<file path="config.mk">
export PLATFORM = sky130hd
export DESIGN_NAME = sorted_unique_set_table_top_flat
export DESIGN_NICKNAME = d
export VERILOG_FILES = /design/src/hw/rtl/sust_pkg.sv /design/src/hw/rtl/sust_if.sv /design/src/hw/rtl/sust_mem.sv /design/src/hw/rtl/sust_seq.sv /design/src/hw/rtl/sorted_unique_set_table_top.sv /design/src/flat_wrapper.sv
export VERILOG_INCLUDE_DIRS = /design/src /design/src/hw/rtl
export SDC_FILE = /design/constraint.sdc
export NUM_CORES = 1
export LEC_CHECK = 0
export BUFFER_PORTS_ARGS = -buffer_cell sky130_fd_sc_hd__buf_2
export CAP_MARGIN = 5
export CORE_MARGIN = 5
export CORE_UTILIZATION = 45
export CTS_CLUSTER_SIZE = 28
export DETAILED_ROUTE_END_ITERATION = 6
export PLACE_DENSITY = 0.68
export SLEW_MARGIN = 25
export SYNTH_ARGS = -nofsm -noshare
export SYNTH_HDL_FRONTEND = slang
export SYNTH_SLANG_ARGS = --single-unit
</file>
<file path="constraint.sdc">
create_clock -name i_clk -period 7.5 [get_ports i_clk]
set_input_delay 0.75 -clock i_clk [delete_from_list [all_inputs] [get_ports i_clk]]
set_output_delay 0.75 -clock i_clk [all_outputs]
set_load 0.005 [all_outputs]
</file>
<file path="src/hw/rtl/sorted_unique_set_table_top_defines.svh">
// ----------------------------------------------------------------------------
// Sorted unique set table assertion macros
// Shared concurrent assertion forms, clocked on i_clk, off during reset.
// ----------------------------------------------------------------------------
`ifndef SORTED_UNIQUE_SET_TABLE_TOP_DEFINES_SVH
`define SORTED_UNIQUE_SET_TABLE_TOP_DEFINES_SVH

// Consequent must hold in the same cycle as the antecedent.
`define SUST_ASSERT_SAME(lbl, ante, cons, msg) \
    lbl: assert property (@(posedge i_clk) disable iff (!i_rst_n) (ante) |-> (cons)) \
        else $error(msg);

// Consequent must hold in the cycle after the antecedent.
`define SUST_ASSERT_NEXT(lbl, ante, cons, msg) \
    lbl: assert property (@(posedge i_clk) disable iff (!i_rst_n) (ante) |=> (cons)) \
        else $error(msg);

`endif

</file>
<file path="src/hw/rtl/sust_pkg.sv">
// ----------------------------------------------------------------------------
// Sorted unique set table package
// Types, codes and widths shared by the set table modules.
// ----------------------------------------------------------------------------
package sust_pkg;

    localparam int CAPACITY_DEF = 16;
    localparam int KEY_W        = 32;
    localparam int STATUS_W     = 3;
    localparam int COUNT_W      = 5;

    typedef enum logic {
        OP_INSERT = 1'b0,
        OP_DELETE = 1'b1
    } t_op;

    typedef enum logic [STATUS_W-1:0] {
        STS_INSERTED  = 3'd0,
        STS_DUPLICATE = 3'd1,
        STS_FULL      = 3'd2,
        STS_DELETED   = 3'd3,
        STS_NOT_FOUND = 3'd4
    } t_status;

    typedef enum logic [2:0] {
        ST_IDLE,
        ST_SEARCH,
        ST_SHIFT_UP,
        ST_SHIFT_DN,
        ST_RESULT
    } t_state;

    // Signed order of two keys.
    function automatic logic key_less(input logic [KEY_W-1:0] a, input logic [KEY_W-1:0] b);
        return $signed(a) < $signed(b);
    endfunction

endpackage

</file>
<file path="src/hw/rtl/sust_if.sv">
// ----------------------------------------------------------------------------
// Sorted unique set table channels
// Valid/ready channels for request beats and result beats.
// ----------------------------------------------------------------------------
interface sust_in_if;
    logic                              valid;
    logic                              ready;
    logic                              opcode;
    logic signed [sust_pkg::KEY_W-1:0] value;

    modport source (output valid, output opcode, output value, input ready);
    modport sink   (input valid, input opcode, input value, output ready);
endinterface

interface sust_out_if;
    logic                            valid;
    logic                            ready;
    logic [sust_pkg::STATUS_W-1:0]   status;
    logic [sust_pkg::COUNT_W-1:0]    count;

    modport source (output valid, output status, output count, input ready);
    modport sink   (input valid, input status, input count, output ready);
endinterface

</file>
<file path="src/hw/rtl/sust_mem.sv">
// ----------------------------------------------------------------------------
// Sorted unique set table storage
// Key table with one write port and one registered read port.
// ----------------------------------------------------------------------------
module sust_mem #(
    parameter int DEPTH = sust_pkg::CAPACITY_DEF,
    parameter int AW    = $clog2(DEPTH)
) (
    input  logic                       i_clk,
    input  logic                       i_we,
    input  logic [AW-1:0]              i_waddr,
    input  logic [sust_pkg::KEY_W-1:0] i_wdata,
    input  logic [AW-1:0]              i_raddr,
    output logic [sust_pkg::KEY_W-1:0] o_rdata
);

    logic [sust_pkg::KEY_W-1:0] r_mem [DEPTH];
    logic [sust_pkg::KEY_W-1:0] r_rdata;

    always_ff @(posedge i_clk) begin
        if (i_we) begin
            r_mem[i_waddr] <= i_wdata;
        end
    end

    always_ff @(posedge i_clk) begin
        r_rdata <= r_mem[i_raddr];
    end

    assign o_rdata = r_rdata;

endmodule

</file>
<file path="src/hw/rtl/sust_seq.sv">
// ----------------------------------------------------------------------------
// Sorted unique set table sequencer
// Walks the table one entry per cycle to search, then shifts entries up or
// down to open or close a slot, and registers the result beat.
// ----------------------------------------------------------------------------
`include "sorted_unique_set_table_top_defines.svh"

module sust_seq #(
    parameter int CAPACITY = sust_pkg::CAPACITY_DEF,
    parameter int AW       = $clog2(CAPACITY),
    parameter int CW       = $clog2(CAPACITY + 1)
) (
    input  logic                       i_clk,
    input  logic                       i_rst_n,
    sust_in_if.sink                    i_in,
    sust_out_if.source                 o_out,
    output logic                       o_we,
    output logic [AW-1:0]              o_waddr,
    output logic [sust_pkg::KEY_W-1:0] o_wdata,
    output logic [AW-1:0]              o_raddr,
    input  logic [sust_pkg::KEY_W-1:0] i_rdata
);

    sust_pkg::t_state           r_state,  n_state;
    sust_pkg::t_op              r_op,     n_op;
    logic [sust_pkg::KEY_W-1:0] r_key,    n_key;
    logic [CW-1:0]              r_idx,    n_idx;
    logic [CW-1:0]              r_pos,    n_pos;
    logic [CW-1:0]              r_count,  n_count;
    sust_pkg::t_status          r_status, n_status;
    logic                       r_out_valid, n_out_valid;
    logic [sust_pkg::STATUS_W-1:0] r_out_status, n_out_status;
    logic [sust_pkg::COUNT_W-1:0]  r_out_count,  n_out_count;

    logic          w_in_fire;
    logic          w_less;
    logic          w_eq;
    logic          w_last;
    logic          w_hit;
    logic          w_full;
    logic          w_load;
    logic [CW-1:0] w_found;
    logic [CW-1:0] w_idx_inc;

    assign w_in_fire = i_in.valid && i_in.ready;
    assign w_less    = sust_pkg::key_less(i_rdata, r_key);
    assign w_eq      = (i_rdata == r_key);
    assign w_idx_inc = r_idx + 1'b1;
    assign w_last    = (w_idx_inc >= r_count);
    assign w_found   = w_less ? r_count : r_idx;
    assign w_hit     = !w_less && w_eq;
    assign w_full    = (r_count == CW'(CAPACITY));
    assign w_load    = (r_state == sust_pkg::ST_RESULT) && (!r_out_valid || o_out.ready);

    // Next state
    always_comb begin
        n_state = r_state;
        case (r_state)
            sust_pkg::ST_IDLE: begin
                if (w_in_fire) begin
                    if (r_count != '0) begin
                        n_state = sust_pkg::ST_SEARCH;
                    end else if (i_in.opcode == sust_pkg::OP_INSERT) begin
                        n_state = sust_pkg::ST_SHIFT_UP;
                    end else begin
                        n_state = sust_pkg::ST_RESULT;
                    end
                end
            end
            sust_pkg::ST_SEARCH: begin
                if (!(w_less && !w_last)) begin
                    if (r_op == sust_pkg::OP_INSERT) begin
                        n_state = (w_hit || w_full) ? sust_pkg::ST_RESULT
                                                    : sust_pkg::ST_SHIFT_UP;
                    end else if (w_hit && ((w_found + 1'b1) < r_count)) begin
                        n_state = sust_pkg::ST_SHIFT_DN;
                    end else begin
                        n_state = sust_pkg::ST_RESULT;
                    end
                end
            end
            sust_pkg::ST_SHIFT_UP: begin
                if (r_idx == r_pos) begin
                    n_state = sust_pkg::ST_RESULT;
                end
            end
            sust_pkg::ST_SHIFT_DN: begin
                if ((w_idx_inc + 1'b1) >= r_count) begin
                    n_state = sust_pkg::ST_RESULT;
                end
            end
            sust_pkg::ST_RESULT: begin
                if (w_load) begin
                    n_state = sust_pkg::ST_IDLE;
                end
            end
            default: n_state = sust_pkg::ST_IDLE;
        endcase
    end

    // Datapath and table port control
    always_comb begin
        n_op         = r_op;
        n_key        = r_key;
        n_idx        = r_idx;
        n_pos        = r_pos;
        n_count      = r_count;
        n_status     = r_status;
        n_out_valid  = r_out_valid && !o_out.ready;
        n_out_status = r_out_status;
        n_out_count  = r_out_count;
        o_we         = 1'b0;
        o_waddr      = AW'(r_idx);
        o_wdata      = i_rdata;
        o_raddr      = '0;
        case (r_state)
            sust_pkg::ST_IDLE: begin
                if (w_in_fire) begin
                    n_op     = sust_pkg::t_op'(i_in.opcode);
                    n_key    = i_in.value;
                    n_idx    = '0;
                    n_pos    = '0;
                    n_status = (i_in.opcode == sust_pkg::OP_INSERT) ? sust_pkg::STS_INSERTED
                                                                     : sust_pkg::STS_NOT_FOUND;
                end
            end
            sust_pkg::ST_SEARCH: begin
                if (w_less && !w_last) begin
                    n_idx   = w_idx_inc;
                    o_raddr = AW'(w_idx_inc);
                end else begin
                    n_pos = w_found;
                    if (r_op == sust_pkg::OP_INSERT) begin
                        if (w_hit) begin
                            n_status = sust_pkg::STS_DUPLICATE;
                        end else if (w_full) begin
                            n_status = sust_pkg::STS_FULL;
                        end else begin
                            // Start the upward shift at the top slot; the search
                            // ran at least one entry, so the count is not zero.
                            n_status = sust_pkg::STS_INSERTED;
                            n_idx    = r_count;
                            o_raddr  = AW'(r_count - 1'b1);
                        end
                    end else begin
                        n_status = w_hit ? sust_pkg::STS_DELETED : sust_pkg::STS_NOT_FOUND;
                        n_idx    = w_found;
                        if ((w_found + 1'b1) < r_count) begin
                            o_raddr = AW'(w_found + 1'b1);
                        end
                    end
                end
            end
            sust_pkg::ST_SHIFT_UP: begin
                o_we = 1'b1;
                if (r_idx == r_pos) begin
                    o_wdata = r_key;
                end else begin
                    n_idx = r_idx - 1'b1;
                    if (r_idx >= CW'(2)) begin
                        o_raddr = AW'(r_idx - CW'(2));
                    end
                end
            end
            sust_pkg::ST_SHIFT_DN: begin
                o_we  = 1'b1;
                n_idx = w_idx_inc;
                if ((w_idx_inc + 1'b1) < r_count) begin
                    o_raddr = AW'(w_idx_inc + 1'b1);
                end
            end
            sust_pkg::ST_RESULT: begin
                if (w_load) begin
                    case (r_status)
                        sust_pkg::STS_INSERTED: n_count = r_count + 1'b1;
                        sust_pkg::STS_DELETED:  n_count = r_count - 1'b1;
                        default:                n_count = r_count;
                    endcase
                    n_out_valid  = 1'b1;
                    n_out_status = r_status;
                    n_out_count  = sust_pkg::COUNT_W'(n_count);
                end
            end
            default: begin
                n_idx = '0;
            end
        endcase
    end

    always_ff @(posedge i_clk) begin
        if (!i_rst_n) begin
            r_state     <= sust_pkg::ST_IDLE;
            r_count     <= '0;
            r_out_valid <= 1'b0;
        end else begin
            r_state     <= n_state;
            r_count     <= n_count;
            r_out_valid <= n_out_valid;
        end
    end

    always_ff @(posedge i_clk) begin
        r_op         <= n_op;
        r_key        <= n_key;
        r_idx        <= n_idx;
        r_pos        <= n_pos;
        r_status     <= n_status;
        r_out_status <= n_out_status;
        r_out_count  <= n_out_count;
    end

    assign i_in.ready   = (r_state == sust_pkg::ST_IDLE);
    assign o_out.valid  = r_out_valid;
    assign o_out.status = r_out_status;
    assign o_out.count  = r_out_count;

    `SUST_ASSERT_SAME(a_count_bound, 1'b1, r_count <= CW'(CAPACITY), "count above capacity")
    `SUST_ASSERT_NEXT(a_busy_after_accept, w_in_fire, !i_in.ready, "ready right after accept")
    `SUST_ASSERT_NEXT(a_count_held, r_state != sust_pkg::ST_RESULT, $stable(r_count), "count moved mid-operation")
    `SUST_ASSERT_NEXT(a_insert_grows, w_load && (r_status == sust_pkg::STS_INSERTED), r_count == $past(r_count) + 1'b1, "insert did not grow count")
    `SUST_ASSERT_SAME(a_no_write_idle, (r_state == sust_pkg::ST_IDLE) || (r_state == sust_pkg::ST_RESULT), !o_we, "table written outside a shift")

endmodule

</file>
<file path="src/hw/rtl/sorted_unique_set_table_top.sv">
// From an accepted request beat until its result beat is valid, the sequencer searches the
// stored entries, shifts entries, places the new key on an insert, and loads the result
// register. A request is taken only in the idle cycle after the previous result is registered.
// Reset clears the entry count and handshake state; table contents stay undefined.
// ----------------------------------------------------------------------------
// Sorted unique set table top level
// Bounded ascending set of distinct signed keys with insert and delete requests.
// ----------------------------------------------------------------------------
module sorted_unique_set_table_top #(
    parameter int CAPACITY = sust_pkg::CAPACITY_DEF
) (
    input  logic        i_clk,
    input  logic        i_rst_n,
    sust_in_if.sink     i_in,
    sust_out_if.source  o_out
);

    localparam int AW = $clog2(CAPACITY);
    localparam int CW = $clog2(CAPACITY + 1);

    logic                       w_we;
    logic [AW-1:0]              w_waddr;
    logic [sust_pkg::KEY_W-1:0] w_wdata;
    logic [AW-1:0]              w_raddr;
    logic [sust_pkg::KEY_W-1:0] w_rdata;

    sust_mem #(
        .DEPTH (CAPACITY),
        .AW    (AW)
    ) u_mem (
        .i_clk   (i_clk),
        .i_we    (w_we),
        .i_waddr (w_waddr),
        .i_wdata (w_wdata),
        .i_raddr (w_raddr),
        .o_rdata (w_rdata)
    );

    sust_seq #(
        .CAPACITY (CAPACITY),
        .AW       (AW),
        .CW       (CW)
    ) u_seq (
        .i_clk   (i_clk),
        .i_rst_n (i_rst_n),
        .i_in    (i_in),
        .o_out   (o_out),
        .o_we    (w_we),
        .o_waddr (w_waddr),
        .o_wdata (w_wdata),
        .o_raddr (w_raddr),
        .i_rdata (w_rdata)
    );

endmodule
</file>
<file path="src/flat_wrapper.sv">
// flat-port wrapper written by rule: the top's interface ports become plain ports
module sorted_unique_set_table_top_flat 
#(
    parameter int CAPACITY = sust_pkg::CAPACITY_DEF
)
  (i_clk, i_rst_n, i_in_valid, i_in_opcode, i_in_value, i_in_ready, o_out_valid, o_out_status, o_out_count, o_out_ready);
  sust_in_if i_in_i ();
  sust_out_if o_out_i ();
  input  logic i_clk;
  input  logic i_rst_n;
  input wire logic [$bits(i_in_i.valid)-1:0] i_in_valid;
  input wire logic [$bits(i_in_i.opcode)-1:0] i_in_opcode;
  input wire logic [$bits(i_in_i.value)-1:0] i_in_value;
  output wire logic [$bits(i_in_i.ready)-1:0] i_in_ready;
  output wire logic [$bits(o_out_i.valid)-1:0] o_out_valid;
  output wire logic [$bits(o_out_i.status)-1:0] o_out_status;
  output wire logic [$bits(o_out_i.count)-1:0] o_out_count;
  input wire logic [$bits(o_out_i.ready)-1:0] o_out_ready;
  assign i_in_i.valid = i_in_valid;
  assign i_in_i.opcode = i_in_opcode;
  assign i_in_i.value = i_in_value;
  assign i_in_ready = i_in_i.ready;
  assign o_out_valid = o_out_i.valid;
  assign o_out_status = o_out_i.status;
  assign o_out_count = o_out_i.count;
  assign o_out_i.ready = o_out_ready;
  sorted_unique_set_table_top #(.CAPACITY(CAPACITY)) u_core (.i_clk(i_clk), .i_rst_n(i_rst_n), .i_in(i_in_i), .o_out(o_out_i));
endmodule
</file>
* After elaboration in Yosys (flattened, before gate mapping)
Memory sizes are Yosys's and may differ from the RTL's. A register that Yosys moved wholly into a read port is not among the register bits. Cells that the tools add are included.
Operators by class: $add $sub $neg 7, $lt $le $gt $ge 6, multipliers 0, equality and inequality tests 16, mux-type cells 46, bitwise logic cells 1, div/mod/pow operators 0, shift operators 0, reductions and logical operators 22
Operators by type and width (count):
- $mux W32 | 2
- $mux W3 | 15
- $mux W5 | 8
- $eq A32 B32 Y1 | 1
- $lt A32 B32 Y1 | 1
- $mux W4 | 8
- $pmux W5 S5 | 1
- $add A5 B1 Y5 const B | 4
- $pmux W5 S2 | 2
- $pmux W3 S5 | 1
- $pmux W4 S3 | 1
- $ge A5 B5 Y1 | 2
- $lt A5 B5 Y1 | 2
- $ne A2 B2 Y1 const B | 5
- $reduce_and A5 Y1 | 2
- $sub A5 B1 Y5 const B | 2
- $eq A3 B2 Y1 const B | 3
- $ne A4 B4 Y1 const B | 2
- $logic_and A1 B1 Y1 | 6
- $logic_not A3 Y1 | 2
- $pmux W3 S2 | 1
- $eq A5 B5 Y1 | 1
- $eq A5 B5 Y1 const B | 1
- $ge A5 B2 Y1 const B | 1
- other kinds (14) | 24
Storage, ports and cells: output and inout bits 10, bits in writable memories 512, word-level logic and storage cells 109, memories kept 1, bits in latches 0, register bits after elaboration 63, memory bits (read-only) 0
Memory list:
- u_core.u_mem.r_mem | depth 16, bits a word 32, rd ports 1, clocked after Yosys merged registers in 1, write ports 1, line sust_mem.sv:17 | logic [sust_pkg::KEY_W-1:0] r_mem [DEPTH];

* Logic depth before layout (Yosys ltp)
Gate-level depths: netlist (run 1).
depth after elaboration 9, depth in mapped cells 30, mapped depth without buffers 26

* Hierarchy
From an unflattened synthesis (run 1), not the netlist that was laid out.
Unflattened totals: cells, all modules 1362, area total of the unflattened synthesis 24676.2 um2
Modules (own cells, without submodules):
- sust_mem | instances 1, cells each 838, sequential area each 16015.4 um2, area an instance 19835.3 um2
- sust_seq | instances 1, cells each 524, sequential area each 1801.7 um2, area an instance 4840.9 um2

* Worst setup path before layout (run 1)
No wires, ideal clock.
path kind flip-flop to flip-flop, start point register u_core.u_seq.r_key[31] in the netlist's numbering, end point register u_core.u_mem.r_rdata (netlist bit u_core.u_mem.o_rdata[12]), read port of u_core.u_mem.r_mem, library setup time 0.119 ns, setup slack 2.152 ns, period minus slack after synthesis 5.348 ns, arrival 5.229 ns, cell stages (with the launch flop) 30, required time 7.381 ns, cell sequence edfxtp_1 inv_1 ha_1 buf_4 nand4_4 or4_4 o22ai_2 or3_2 nand3_4 nand2_1 o21ai_0 ha_1 nand2b_1 a2111oi_0 nor2_1 inv_1 ha_1 a21oi_1 o21ai_0 nor3b_1 o21a_1 a21o_1 a32oi_2 o31ai_4 buf_4 buf_4 mux2i_1 mux2i_1 o22a_1 o221a_2
Between the ends: longest elaborated chain between the ends 8, elaborated cells between the ends (all ways) 13
Ends and longest elaborated chain:
- start, declared | line sust_seq.sv:26 | logic [sust_pkg::KEY_W-1:0] r_key, n_key;
- start signal, assigned | line sust_seq.sv:204 | r_key <= n_key;
- $lt A32 B32 Y1 | line sust_pkg.sv:35 | return $signed(a) < $signed(b);
- $mux W5 | line sust_seq.sv:50 | assign w_found = w_less ? r_count : r_idx;
- $add A5 B1 Y5 | line sust_seq.sv:149 | o_raddr = AW'(w_found + 1'b1);
- $lt A5 B5 Y1 | line sust_seq.sv:148 | if ((w_found + 1'b1) < r_count) begin
- $mux W4 | line sust_seq.sv:148
- $mux W4 | line sust_seq.sv:133 | if (r_op == sust_pkg::OP_INSERT) begin
- $mux W4 * | line sust_seq.sv:128 | if (w_less && !w_last) begin
- $pmux W4 S3 * | line sust_seq.sv:116 | case (r_state)
- end, declared | line sust_mem.sv:18 | logic [sust_pkg::KEY_W-1:0] r_rdata;
Mark *: on every way between the ends. The rest lies on a longest branch, timed or not. A chain may end at the register's enable or synchronous reset.

* Final worst setup path (run 1)
start point register u_core.u_seq.r_key[7] in the netlist's numbering, end point register u_core.u_mem.r_rdata (netlist bit u_core.u_mem.o_rdata[4]), read port of u_core.u_mem.r_mem
Between the ends: longest elaborated chain between the ends 8, elaborated cells between the ends (all ways) 13
Ends and longest elaborated chain:
- $lt A32 B32 Y1 * | line sust_pkg.sv:35
- $mux W5 * | line sust_seq.sv:50
- named net u_core.u_seq.w_found[1] | line sust_seq.sv:42 | logic [CW-1:0] w_found;
- $add A5 B1 Y5 * | line sust_seq.sv:149
- $lt A5 B5 Y1 | line sust_seq.sv:148
- $mux W4 * | line sust_seq.sv:148
- $mux W4 * | line sust_seq.sv:133
- $mux W4 * | line sust_seq.sv:128
- $pmux W4 S3 * | line sust_seq.sv:116
Mark *: on every way through the listed nets, which the timed path passes. The rest lies on a longest branch.

==> out/metrics.yaml, run 1 <==
run_status:
  status: "finished clean"
worst_setup_path:
  rr_worst_depth: 26
  critPathTopFamily: "compound AO/OA/AOI/OAI gates"
  cp.buffers_inverters: 3
  reg2reg_slack_ns: 0.64
  crit_path_max_fanout: 18
  crit-reg2reg-launch: "u_core.u_seq.r_key[7]"
  cp-end-kind: "flop"
  worst-setup-path-type: "reg2reg"
  worst_path_largest_cell_delay_ns: 0.62
  cp.depth: 26
  start_kind: "flop"
  cp_slowest_cell: "nand2b_2"
  cp.arrival_ns: 7.35
  crit_path_end: "u_core.u_mem.o_rdata[4]"
  critPathLaunch: "u_core.u_seq.r_key[7]"
  r2r-end: "u_core.u_mem.o_rdata[4]"
  critPathRequiredTime_ns: 8.00
global_routing:
  grt.overflow.total: 0
  grt_pass1_vias: 15700
  grt_first_pass_wirelength_mm: 96.3
  grt_max_degree: 174
  grtUsageTotal_pct: 20.0
  antenna_found_initial: 0
timing:
  finalMaxSlewViolations: 0
  post-route-min-period_ns: 6.86
  tightest_slew_ns: 1.03
  fin_crit_sh_pct: 91.4
  rsz0062_at_grt: "false"
  max_freq_mhz: 146
  final-setup-viol-count: 0
  finClkSkew_ns: 0.0227
  finalSetupTns_ns: 0
  relSlewSlack_pct: 31.2
  hold_viol: 0
logic_synthesis:
  synthTopCellsByArea: "edfxtp_1 66%, nand2_1 5.7%, mux2i_1 5.6%"
  postSynth.asyncResetShare_pct: 0
  yosys.area.top_type: "edfxtp_1"
  syn_inst: 1899
  synth_edf_count: 566
  synth_top_area_share_pct: 65.7
  synthesis.area_mm2: 0.0259
  syn-num-nets: 1995
  synth-seq-cells: 607
  synth.yosys.seq_area_share_pct: 68.9
  avgSynthCellArea_um2: 13.6
  synth.distinct_cells: 74
  synthFlopType: "edfxtp_1"
  yosysWarnings: 0
route:
  vias: 16100
  first_pass_iters: 5
  viasPerCell: 5.77
  drt-total-wl_mm: 64.3
  drc: 0
  wire_per_inst_um: 23.1
  ant_nets: 0
  drt_iter0_drc: 1552
floorplanning:
  die_w_um: 250
  fp.dieH_um: 250
  io-pin-count: 47
  rows: 87
  coreArea_mm2: 0.0567
  initial_core_util_pct: 45.6
  dieArea_mm2: 0.0624
clock_tree:
  clock_latency_ns: 0.63
  postCtsSetupRepairBufs: 0
  numCtsBuffers: 58
  cts_hold_buf: 0
  root_buffer: "clkbuf_16"
  cts_htree_levels: 2
  cts_tree: "built"
  cts_sinks: 607
  path_clk_slew_ns: 0.07
  postCtsResizedCells: 0
  cts_max_path_buffers: 3
final_layout:
  n_antenna_cell: 0
  drive_gt1_share_pct: 14.0
  syn2layout_area_growth_pct: 13.1
  fin_cells: 2785
  fillers: 4718
  postLayoutCellArea_mm2: 0.0293
  nets: 2075
pwr:
  ir_drop_uv: 217
  power_leakage_nw: 10.6
  power_density_mw_per_mm2: 365
placement:
  place_inst: 2674
  gp_congestion: 0.863
  detailed_place_hpwl_mm: 34.6
  portBuffers: 46
  place_area_mm2: 0.0273
run:
  maxCapViolCount: 0
hold_path:
  hold_class: "in2reg"
==> report_power, final <==
group | total, mW | switching (mW) | internal (mW)
Combinational | 3.16 | 2.04 | 1.12
Sequential | 4.64 | 0.195 | 4.45
Clock | 2.89 | 1.26 | 1.63
Total | 10.7 | 3.49 | 7.20
==> registers in the layout, summed over array words and instances, names as in the netlist <==
name / cells
u_core.u_seq.r_idx: 5
u_core.u_mem.o_rdata: 32
u_core.u_seq.o_out.status: 3
u_core.u_seq.r_state: 3
u_core.u_seq.r_status: 3
u_core.u_seq.o_out.count: 5
u_core.u_seq.r_pos: 5
u_core.u_seq.o_out.valid: 1
u_core.u_seq.r_key: 32
u_core.u_seq.r_op: 1
u_core.u_seq.r_count: 5
u_core.u_mem.r_mem: 512
==> stage by stage <==
step / total power [mW] / hold slack, ns / utilization [%] / setup slack [ns]
after detailed placement: 7.82 / 0.526 / 48.2 / 0.560
after global placement: 7.73 / 0.523 / 48.2 / 0.747
after floorplan: 6.79 / 0.490 / - / 2.15
after global routing: 11.2 / 0.271 / 51.6 / 0.135
final: 10.7 / 0.296 / 51.6 / 0.643
after CTS: 10.7 / 0.260 / 51.5 / 0.513
==> Yosys cell counts, drive strengths merged (2+ instances only) <==
master  count
a21boi      4
a21o       10
a21oi      69
a221oi     14
a31oi      38
a32oi      21
a41o        2
and2       10
and3       22
buf        67
clkbuf     34
dfxtp      41
edfxtp    566
ha         59
inv        46
mux2i     144
nand2     396
nand2b      6
nand3      75
nand4       8
nor2       52
nor2b       5
nor3       14
nor4        4
o211a       2
o211ai      2
o21a        6
o21ai      63
o221a      32
o22a       21
o22ai       4
o31a        2
o31ai       6
or3         5
or4         3
xnor2      23
xor2        8
==> layout by cell type (no fill, tap or decap), types with 5 or more instances in the layout <==
cell type  count
edfxtp_1     566
nand2_1      394
mux2i_1      144
nand3_1       74
a21oi_1       67
buf_4         63
ha_1          59
clkbuf_16     58
o21ai_0       53
inv_1         46
buf_2         46
dfxtp_1       41
nor2_1        40
a31oi_1       38
xnor2_1       23
and3_1        22
o22a_1        21
a32oi_1       20
clkinv_2      19
o221a_2       16
o221a_1       16
a221oi_2      12
nor2_4        12
clkbuf_1      11
buf_12        11
a21o_1         9
nor3_1         9
and2_1         9
o21ai_1        9
xor2_1         8
clkinv_1       7
nand4_1        6
o21a_1         6
clkbuf_8       6
nor2b_1        5
nand2b_1       5
nor3_2         5
==> how the worst min path moves through the flow <==
stage	start	cells past startpoint	slack (ns)	to
floorplan	u_core.u_seq.r_status[1]	0	0.49	u_core.u_seq.o_out.status[1]
global placement	u_core.u_seq.r_status[1]	0	0.52	u_core.u_seq.o_out.status[1]
detailed placement	u_core.u_seq.r_status[1]	0	0.53	u_core.u_seq.o_out.status[1]
CTS	i_in_value[6]	1	0.26	u_core.u_seq.r_key[6]
global route	i_in_value[6]	1	0.27	u_core.u_seq.r_key[6]
finish	i_in_value[6]	1	0.30	u_core.u_seq.r_key[6]
==> area by class of cell <==
| class | instances | area (um2) | area share (%) |
|---|---|---|---|
| inverter | 47 | 176 | 0.603 |
| clock inverter | 35 | 320 | 1.09 |
| timing repair buffer | 121 | 951 | 3.25 |
| tap | 756 | 946 | 3.23 |
| sequential | 607 | 17800 | 60.9 |
| multi-input combinational | 1144 | 7480 | 25.6 |
| clock buffer | 75 | 1580 | 5.38 |
==> layer usage <==
layer  track usage [%]  wire, um
met1              28.8     28400
met2              31.9     29700
met3              2.72      4540
met4              5.97      1740
met5                 0         0
==> cell families after synthesis <==
| family | count (synthesis) | synth area share (%) |
|---|---|---|
| adder cells (fa/ha/maj) | 59 | 2.85 |
| multiplexers | 145 | 5.62 |
| buffers and inverters | 148 | 2.82 |
| XOR/XNOR | 31 | 1.05 |
| flip-flops | 607 | 68.9 |
| AO/OA/AOI/OAI | 307 | 8.72 |
| AND/OR/NAND/NOR | 602 | 10.1 |
No activity file was read; power rests on OpenSTA's default activity.
==> run 2, diff against run 1 <==
--- a/config.mk
+++ b/config.mk
@@ -9,10 +9,10 @@
 export BUFFER_PORTS_ARGS = -buffer_cell sky130_fd_sc_hd__buf_2
 export CAP_MARGIN = 5
 export CORE_MARGIN = 5
-export CORE_UTILIZATION = 45
+export CORE_UTILIZATION = 35
 export CTS_CLUSTER_SIZE = 28
 export DETAILED_ROUTE_END_ITERATION = 6
-export PLACE_DENSITY = 0.68
+export PLACE_DENSITY = 0.57
 export SLEW_MARGIN = 25
 export SYNTH_ARGS = -nofsm -noshare
 export SYNTH_HDL_FRONTEND = slang
==> constraint.sdc (replaced) <==
create_clock -name i_clk -period 7.2 [get_ports i_clk]
set_input_delay 0.72 -clock i_clk [delete_from_list [all_inputs] [get_ports i_clk]]
set_output_delay 0.72 -clock i_clk [all_outputs]
set_load 0.005 [all_outputs]
==> run 2 against run 1 <==
Combinational power rose by 4%; cell count is 7.2% higher; critical path type unchanged; global-route usage down 3.4 points; critical path depth rose by 1; largest power group unchanged; critical endpoint is now u_core.u_mem.o_rdata[14]; total power grew 4.0%; clock skew grew 0.018 ns; sequential share of layout area shrank 0.37 points.
==> out/metrics.yaml, run 2 (same netlist as run 1, synthesis figures left out) <==
run_status:
  status: "finished clean"  # unchanged
final_layout:
  regArea_mm2: 0.0178  # unchanged
  syn2layout_area_growth_pct: 13.8  # was 13.1%
  final_common_cell: "edfxtp_1"  # unchanged
  fillers: 6791  # was 4,718
  largest_reg_flops: 512  # unchanged
  postLayoutCellArea_mm2: 0.0294  # was 0.0293 mm2
  regMostFlops: "u_core.u_mem.r_mem"  # unchanged
  fin_cells: 2986  # was 2,785
  nets: 2073  # was 2,075
  drive_gt1_share_pct: 13.6  # was 14.0%
  n_antenna_cell: 0  # unchanged
  multiInputGateArea_mm2: 0.00748  # unchanged
  layout_common_cells: "566 x edfxtp_1, 394 x nand2_1, 144 x mux2i_1"  # unchanged
clock_tree:
  cts_max_path_buffers: 3  # unchanged
  postCtsResizedCells: 0  # unchanged
  cts_tree: "built"  # unchanged
  cts_htree_levels: 2  # unchanged
  cts_sinks: 607  # unchanged
  root_buffer: "clkbuf_16"  # unchanged
  path_clk_slew_ns: 0.06  # was 0.07 ns
  cts_hold_buf: 0  # unchanged
  postCtsSetupRepairBufs: 0  # unchanged
  numCtsBuffers: 60  # was 58
  clock_latency_ns: 0.65  # was 0.63 ns
worst_setup_path:
  r2r-end: "u_core.u_mem.o_rdata[14]"  # was u_core.u_mem.o_rdata[4]
  cp.depth: 27  # was 26
  start_kind: "flop"  # unchanged
  worst-setup-path-type: "reg2reg"  # unchanged
  cp_common_cell: "ha_1"
  crit_path_end: "u_core.u_mem.o_rdata[14]"  # was u_core.u_mem.o_rdata[4]
  critPathLaunch: "u_core.u_seq.r_key[7]"  # unchanged
  cp_slowest_cell: "nand2_1"  # was nand2b_2
  critPathTopFamily: "compound AO/OA/AOI/OAI gates"  # unchanged
  worst_path_largest_cell_delay_ns: 0.57  # was 0.62 ns
  cp.arrival_ns: 7.27  # was 7.35 ns
  reg2reg_slack_ns: 0.42  # was 0.64 ns
  crit-reg2reg-launch: "u_core.u_seq.r_key[7]"  # unchanged
  rr_worst_depth: 27  # was 26
  critPathRequiredTime_ns: 7.70  # was 8.00 ns
  cp-end-kind: "flop"  # unchanged
  crit_path_max_fanout: 18  # unchanged
  cp.buffers_inverters: 4  # was 3
floorplanning:
  coreArea_mm2: 0.0731  # was 0.0567 mm2
  initial_core_util_pct: 35.4  # was 45.6%
  dieArea_mm2: 0.0794  # was 0.0624 mm2
  io-pin-count: 47  # unchanged
  die_w_um: 282  # was 250 um
  fp.dieH_um: 282  # was 250 um
  rows: 99  # was 87
global_routing:
  grt_first_pass_wirelength_mm: 99.1  # was 96.3 mm
  antenna_found_initial: 0  # unchanged
  grtUsageTotal_pct: 16.5  # was 20.0%
  grt.overflow.total: 0  # unchanged
  grt_max_degree: 110  # was 174
  grt_pass1_vias: 15600  # was 15,700
placement:
  place_inst: 2874  # was 2,674
  place_area_mm2: 0.0275  # was 0.0273 mm2
  portBuffers: 46  # unchanged
  detailed_place_hpwl_mm: 36.8  # was 34.6 mm
  gp_congestion: 0.807  # was 0.863
timing:
  tightest_slew_ns: 1.06  # was 1.03 ns
  max_freq_mhz: 148  # was 146 MHz
  rsz0062_at_grt: "false"  # unchanged
  post-route-min-period_ns: 6.78  # was 6.86 ns
  hold_viol: 0  # unchanged
  relSlewSlack_pct: 29.5  # was 31.2%
  finClkSkew_ns: 0.0406  # was 0.0227 ns
  fin_crit_sh_pct: 94.1  # was 91.4%
  final-setup-viol-count: 0  # unchanged
  finalSetupTns_ns: 0  # unchanged
  finalMaxSlewViolations: 0  # unchanged
route:
  drt-total-wl_mm: 66.9  # was 64.3 mm
  viasPerCell: 5.29  # was 5.77
  ant_nets: 0  # unchanged
  drt_iter0_drc: 1392  # was 1,552
  first_pass_iters: 5  # unchanged
  wire_per_inst_um: 22.4  # was 23.1 um
  drc: 0  # unchanged
  vias: 15800  # was 16,100
run:
  maxCapViolCount: 0  # unchanged
pwr:
  ir_drop_uv: 211  # was 217 uV
  power_leakage_nw: 10.6  # about the same
  power_density_mw_per_mm2: 378  # was 365 mW/mm2
hold_path:
  hold_class: "in2reg"  # unchanged
run 2: changes by cell type in the layout (fill, tap and decap cells not counted), moves of 2 or more:
cell	before	now
clkbuf_1	11	19
clkbuf_8	6	10
buf_12	11	8
bufinv_16	4	1
o21ai_1	9	7
clkinv_2	19	10
inv_8	0	2
clkbuf_16	58	60
run 2: worst min path at each step:
stage                             start                           end  slack, ns  depth (start not counted)
2_1_floorplan  u_core.u_seq.r_status[1]  u_core.u_seq.o_out.status[1]       0.49                          0
3_3_place_gp   u_core.u_seq.r_status[1]  u_core.u_seq.o_out.status[1]       0.54                          0
3_5_place_dp   u_core.u_seq.r_status[1]  u_core.u_seq.o_out.status[1]       0.52                          0
4_1_cts                   i_in_value[0]         u_core.u_seq.r_key[0]       0.20                          1
5_1_grt                   i_in_value[0]         u_core.u_seq.r_key[0]       0.21                          1
6_report                  i_in_value[3]         u_core.u_seq.r_key[3]       0.24                          1
run 2: through the flow:
step | utilization [%] | setup slack, ns | power [mW] | hold WS [ns]
finish | 40.3 | 0.424 | 11.1 | 0.244
global route | 40.3 | 0.0260 | 11.7 | 0.208
CTS | 40.3 | 0.532 | 11.2 | 0.205
detailed placement | 37.7 | 0.524 | 8.18 | 0.520
global placement | 37.7 | 0.614 | 8.11 | 0.540
floorplan | - | 1.85 | 7.07 | 0.490
run 2: area by class of cell:
type	count	share of cell area [%]
Inverter	47	0.599
Sequential cell	607	60.5
Multi-Input combinational cell	1144	25.4
Clock buffer	89	5.81
Tap cell	959	4.08
Timing Repair Buffer	117	2.93
Clock inverter	23	0.667
run 2: per-layer routing:
metal	GRT usage [%]	up-vias	share of wire (%)
li1	-	7255	-
met1	23.8	7970	46
met2	26.2	471	46
met3	2.52	111	5.6
met4	4.77	0	2.6
met5	0	-	0
run 2: where the power goes:
group	leakage, nW	internal, mW	total [mW]	switching (mW)
logic	4.18	1.15	3.28	2.13
registers	5.47	4.63	4.83	0.201
clock network	0.937	1.69	3.01	1.32
total	10.6	7.47	11.1	3.66
